**src/design/cpa_pkg.sv**
```systemverilog
// shared types and constants of the contiguous page allocator
package cpa_pkg;

    localparam int CMD_W  = 2;
    localparam int PID_W  = 16;
    localparam int CNT_W  = 11;
    localparam int IDX_W  = 10;
    localparam int PAGE_W = 10;
    localparam int STAT_W = 3;
    // page positions and sums of run lengths; a run ends at most at 2047
    localparam int POS_W  = 12;

    localparam logic [CNT_W-1:0] TOTAL_RESET = 11'd1024;

    typedef enum logic [CMD_W-1:0] {
        CMD_ALLOC = 2'd0,
        CMD_FREE  = 2'd1,
        CMD_XLATE = 2'd2
    } cmd_e;

    typedef enum logic [STAT_W-1:0] {
        ST_OK        = 3'd0,
        ST_NO_SPACE  = 3'd1,
        ST_UNKNOWN   = 3'd2,
        ST_DUPLICATE = 3'd3,
        ST_RANGE     = 3'd4,
        ST_BAD       = 3'd5
    } status_e;

    typedef struct packed {
        logic capture;
        logic scan_step;
        logic finish;
        logic fit_clear;
        logic fit_load;
        logic cand_zero;
        logic fit_eval;
        logic alloc_commit;
        logic alloc_fail;
        logic row_start;
        logic cmp_step;
        logic cmp_store;
        logic cmp_commit;
        logic out_load;
    } cpa_ctl_t;

    typedef struct packed {
        logic need_fit;
        logic fit_found;
        logic compacted;
    } cpa_sts_t;

endpackage

```
**src/design/cpa_ctrl.sv**
```systemverilog
// sequencer of table scan, first-fit search and compaction
module cpa_ctrl import cpa_pkg::*; #(
    parameter int MAX_PROCS = 16
) (
    input  logic                          clk,
    input  logic                          rst_n,
    input  logic                          in_valid,
    output logic                          in_ready,
    output logic                          out_valid,
    input  logic                          out_ready,
    input  cpa_sts_t                      sts,
    output cpa_ctl_t                      ctl,
    output logic [$clog2(MAX_PROCS)-1:0]  idx
);

    localparam int SW = $clog2(MAX_PROCS);
    localparam logic [SW:0]   LAST_K = (SW+1)'(MAX_PROCS - 1);
    localparam logic [SW:0]   FIT_K  = (SW+1)'(MAX_PROCS);
    localparam logic [SW-1:0] LAST_I = SW'(MAX_PROCS - 1);

    typedef enum logic [3:0] {
        S_IDLE,
        S_SCAN,
        S_DECIDE,
        S_LOAD,
        S_EVAL,
        S_FITEND,
        S_CROW,
        S_CSUM,
        S_CSTORE,
        S_COMMIT,
        S_DONE
    } state_t;

    state_t        state_reg, state_next;
    logic [SW:0]   k_reg, k_next;
    logic [SW-1:0] i_reg, i_next;
    logic          out_valid_reg, out_valid_next;
    logic [SW:0]   k_prev;

    assign k_prev = k_reg - 1'b1;

    always_comb
    begin
        state_next     = state_reg;
        k_next         = k_reg;
        i_next         = i_reg;
        out_valid_next = out_valid_reg;
        ctl            = '0;
        idx            = k_reg[SW-1:0];
        if (out_valid_reg && out_ready)
            out_valid_next = 1'b0;
        unique case (state_reg)
            S_IDLE:
            begin
                if (in_valid)
                begin
                    ctl.capture = 1'b1;
                    k_next      = '0;
                    state_next  = S_SCAN;
                end
            end
            S_SCAN:
            begin
                ctl.scan_step = 1'b1;
                if (k_reg == LAST_K)
                    state_next = S_DECIDE;
                else
                    k_next = k_reg + 1'b1;
            end
            S_DECIDE:
            begin
                if (sts.need_fit)
                begin
                    ctl.fit_clear = 1'b1;
                    k_next        = '0;
                    state_next    = S_LOAD;
                end
                else
                begin
                    ctl.finish = 1'b1;
                    state_next = S_DONE;
                end
            end
            S_LOAD:
            begin
                // candidate zero is page 0, the others are ends of runs
                idx           = k_prev[SW-1:0];
                ctl.fit_load  = 1'b1;
                ctl.cand_zero = (k_reg == '0);
                state_next    = S_EVAL;
            end
            S_EVAL:
            begin
                ctl.fit_eval = 1'b1;
                if (k_reg == FIT_K)
                    state_next = S_FITEND;
                else
                begin
                    k_next     = k_reg + 1'b1;
                    state_next = S_LOAD;
                end
            end
            S_FITEND:
            begin
                if (sts.fit_found)
                begin
                    ctl.alloc_commit = 1'b1;
                    state_next       = S_DONE;
                end
                else if (!sts.compacted)
                begin
                    i_next     = '0;
                    state_next = S_CROW;
                end
                else
                begin
                    ctl.alloc_fail = 1'b1;
                    state_next     = S_DONE;
                end
            end
            S_CROW:
            begin
                idx           = i_reg;
                ctl.row_start = 1'b1;
                k_next        = '0;
                state_next    = S_CSUM;
            end
            S_CSUM:
            begin
                ctl.cmp_step = 1'b1;
                if (k_reg == LAST_K)
                    state_next = S_CSTORE;
                else
                    k_next = k_reg + 1'b1;
            end
            S_CSTORE:
            begin
                idx           = i_reg;
                ctl.cmp_store = 1'b1;
                if (i_reg == LAST_I)
                    state_next = S_COMMIT;
                else
                begin
                    i_next     = i_reg + 1'b1;
                    state_next = S_CROW;
                end
            end
            S_COMMIT:
            begin
                ctl.cmp_commit = 1'b1;
                ctl.fit_clear  = 1'b1;
                k_next         = '0;
                state_next     = S_LOAD;
            end
            S_DONE:
            begin
                if (!out_valid_reg || out_ready)
                begin
                    ctl.out_load   = 1'b1;
                    out_valid_next = 1'b1;
                    state_next     = S_IDLE;
                end
            end
            default:
                state_next = S_IDLE;
        endcase
    end

    always_ff @(posedge clk or negedge rst_n)
    begin
        if (!rst_n)
        begin
            state_reg     <= S_IDLE;
            k_reg         <= '0;
            i_reg         <= '0;
            out_valid_reg <= 1'b0;
        end
        else
        begin
            state_reg     <= state_next;
            k_reg         <= k_next;
            i_reg         <= i_next;
            out_valid_reg <= out_valid_next;
        end
    end

    assign in_ready  = (state_reg == S_IDLE);
    assign out_valid = out_valid_reg;

endmodule

```
**config.mk**
```make
export PLATFORM = sky130hd
export DESIGN_NAME = cpa_ctrl
export DESIGN_NICKNAME = d
export VERILOG_FILES = /design/src/design/cpa_pkg.sv /design/src/design/cpa_ctrl.sv
export SDC_FILE = /design/constraint.sdc
export NUM_CORES = 1
export LEC_CHECK = 0
export BUFFER_PORTS_ARGS = -buffer_cell sky130_fd_sc_hd__buf_2
export CORE_MARGIN = 2
export CORE_UTILIZATION = 36
export CTS_BUF_LIST = sky130_fd_sc_hd__clkbuf_16
export DETAILED_ROUTE_END_ITERATION = 8
export SLEW_MARGIN = 10
export SYNTH_ARGS = -nofsm -noshare
export SYNTH_HDL_FRONTEND = slang
export SYNTH_SLANG_ARGS = --single-unit
```
**constraint.sdc**
```tcl
create_clock -name clk -period 2.31 [get_ports clk]
set_input_delay 0.3465 -clock clk [delete_from_list [all_inputs] [get_ports clk]]
set_output_delay 0.3465 -clock clk [all_outputs]
set_load 0.01 [all_outputs]
```
==> qor.yml <==
drt:
  drc: 0
  vias_per_cell: 5.56
  ant_nets: 0
  via_count: 1302
  drtIter0Drc: 70
  drt_wl_total_um: 3440
  firstDrtPassIters: 4
  routedWlPerCell_um: 14.7
power:
  powerDensity_nw_per_um2: 1290
  irDropWorstVdd_v: 0.000535
  netSwitchingFraction_pct: 46.0
  p_comb_share_pct: 64.0
  finalPower_mw: 2.08
  internal_power_mw: 1.12
  p_leak_nw: 0.714
  power_frac_clock_pct: 16.0
  switchingPower_uw: 956
  seq_power_share_pct: 20.1
yosys:
  async_flop_share_pct: 100
  ys.flop_type: "dfrtp_1"
  syn_inst: 158
  syn_avg_cell_area_um2: 8.43
  ys_warn_count: 0
  synth_edf_count: 0
  yosys-top-cells-area: "dfrtp_1 (26%), o21ai_0 (5.6%), ha_1 (3.8%)"
  synth.top_cell.area_share_pct: 26.3
  ys_ff_latch: 14
  synth_cell_types: 51
  synth_nets: 169
  yosys.area.top_type: "dfrtp_1"
  seq_area_frac_synth_pct: 26.3
  syn_area_um2: 1330
placement:
  hpwl_um: 2640
  port_buffers: 26
  place_congestion: 0.897
  place_ws_ns: 0.190
setup_path:
  critPathRequiredTime_ns: 1.96
  critPathKind: "flip-flop to output pin"
  cp_data_arrival_time_ns: 1.85
  critPathMaxFanout: 6
  critPathLaunchType: "flip-flop"
  critPathCaptureType: "output pin"
die:
  start_util_pct: 37.0
  dieWidth_um: 64.8
  rows: 22
  die_h_um: 64.8
  die_area_um2: 4200
  core_area_um2: 3610
  ios: 27
finish:
  largest_reg_flops: 5
  final_common_cell: "buf_2"
  fin_nets: 198
  antenna_cells: 0
  drive_gt1_share_pct: 29.0
  layout_common_cells: "buf_2 (26), o21ai_0 (15), nor2_1 (12), dfrtp_1 (12), inv_1 (11)"
  final_util_pct: 44.6
  area_delta_synth_final_pct: 20.7
  n_fill_cell: 360
clocking:
  cts_setup_buffers: 0
  cts.sinks: 14
  clk_pin_slew_ns: 0.05
  clk-insertion-delay-late_ns: 0.25
  cts_tree: "built"
  cts-root-buf: "clkbuf_16"
  cts.htree.levels: 1
  clockBufferDepth: 2
  cts_buffers: 3
run:
  drv_cap: 0
grt:
  grt_pass1_vias: 1329
  grt_usage_pct: 18.7
  grt_use_met2_pct: 31.6
  grt_first_pass_wirelength_um: 6160
  antenna_found_initial: 0
  use_met1_pct: 24.1
  busiest_layer: "met2"
  met3_usage_pct: 2.08
  grt_max_degree: 28
  grt.overflow.total: 0
outcome:
  status: "finished with violations"
  violations: "hold timing"
sta:
  hold_viol_final: 8
  fmaxAchievable_mhz: 456
  finalSetupViolCount: 0
  setup_slack_ns: 0.118
  final.period_utilization_pct: 94.9
  grt_setup_unrepaired: "false"
  tns_ns: 0
  fin_worst_skew_ns: 0.00343
  whs_ns: -0.00171
  worst_pin_slew_ns: 0.529
  period_minus_slack_ns: 2.19
  drv_slew: 0
  max_slew_margin_pct: 64.5
worst_hold_path:
  hp-class: "input pin to async pin"
[cells in the mapped netlist, types with 3 or more instances]
cell        n
o21ai_0    15
dfrtp_1    14
nor2_1     12
inv_1      11
nand2_1     8
a21oi_1     7
nor3_1      6
nand3_1     5
and3_1      4
buf_2       4
ha_1        4
mux2i_1     4
o2111ai_1   4
or3_1       4
buf_4       3
nand3b_1    3
nor3b_1     3
[cell families (layout without fill, tap and decap cells)]
kind of cell	after synthesis	after routing	share of synthesized area, %
xor gates and xnor gates	1	1	0.657
muxes	6	6	4.69
buffers and inverters	22	50	8.07
and+or+nand+nor	62	62	28.6
adders and majority gates	4	4	3.76
DFF	14	14	26.3
AOI/OAI and AO/OA	49	49	27.9
[final timing paths]
check / startpoint / slack, ns / depth (start not counted) / to
worst max-delay path: state_reg[2] / 0.12 / 5 / idx[3]
worst min-delay path: rst_n / -0.002 / 1 / state_reg[0]
worst max register to register: k_reg[1] / 0.19 / 6 / k_reg[4]
worst min register to register: i_reg[1] / 0.57 / 1 / i_reg[1]
max in group asynchronous: rst_n / 2.04 / 1 / state_reg[3]
min in group clk: out_ready / 0.34 / 2 / out_valid
[through the flow]
stage,cell area [um2],std cells
detailed placement,1520,230
global route,1610,234
finish,1610,234
floorplan,1330,158
global placement,1520,230
CTS,1600,234
[area by class of cell]
class                   instances  area (um2)  area share [%]
clock buffers                   3        75.1            4.67
clock inverters                 1        3.75           0.233
inverters                      12        46.3            2.88
multi-input cells             122         880            54.7
flip-flops and latches         14         353            21.9
well taps                      48        60.1            3.74
repair buffers                 34         190            11.8
[per-layer routing]
layer / wire length (um) / up-vias / part of all wire (%)
li1: - / 651 / -
met1: 1620 / 622 / 47
met2: 1680 / 24 / 49
met3: 87 / 5 / 2.5
met4: 53 / 0 / 1.5
met5: 0 / - / 0
[power by group through the flow]
stage	Clock, mW	Sequential (mW)	Combinational (mW)
CTS	0.338	0.413	1.33
finish	0.332	0.417	1.33
floorplan	0	0.408	0.984
detailed placement	0	0.417	1.33
global placement	0	0.411	1.30
global route	0.352	0.430	1.50
[worst max-delay path, stage by stage, from the launching register on]
cell,delay [ns]
dfrtp_1,0.41
or3b_4,0.42
a21oi_4,0.22
mux2i_1,0.10
a221o_1,0.30
buf_2,0.14
[timing repair]
action / CTS / global route
hold buffers: 0 / 0
hold endpoints to repair: 0 / 0
setup endpoints to repair: 0 / 2
gates resized for setup: 0 / 3
No activity file was read; power rests on OpenSTA's default activity.
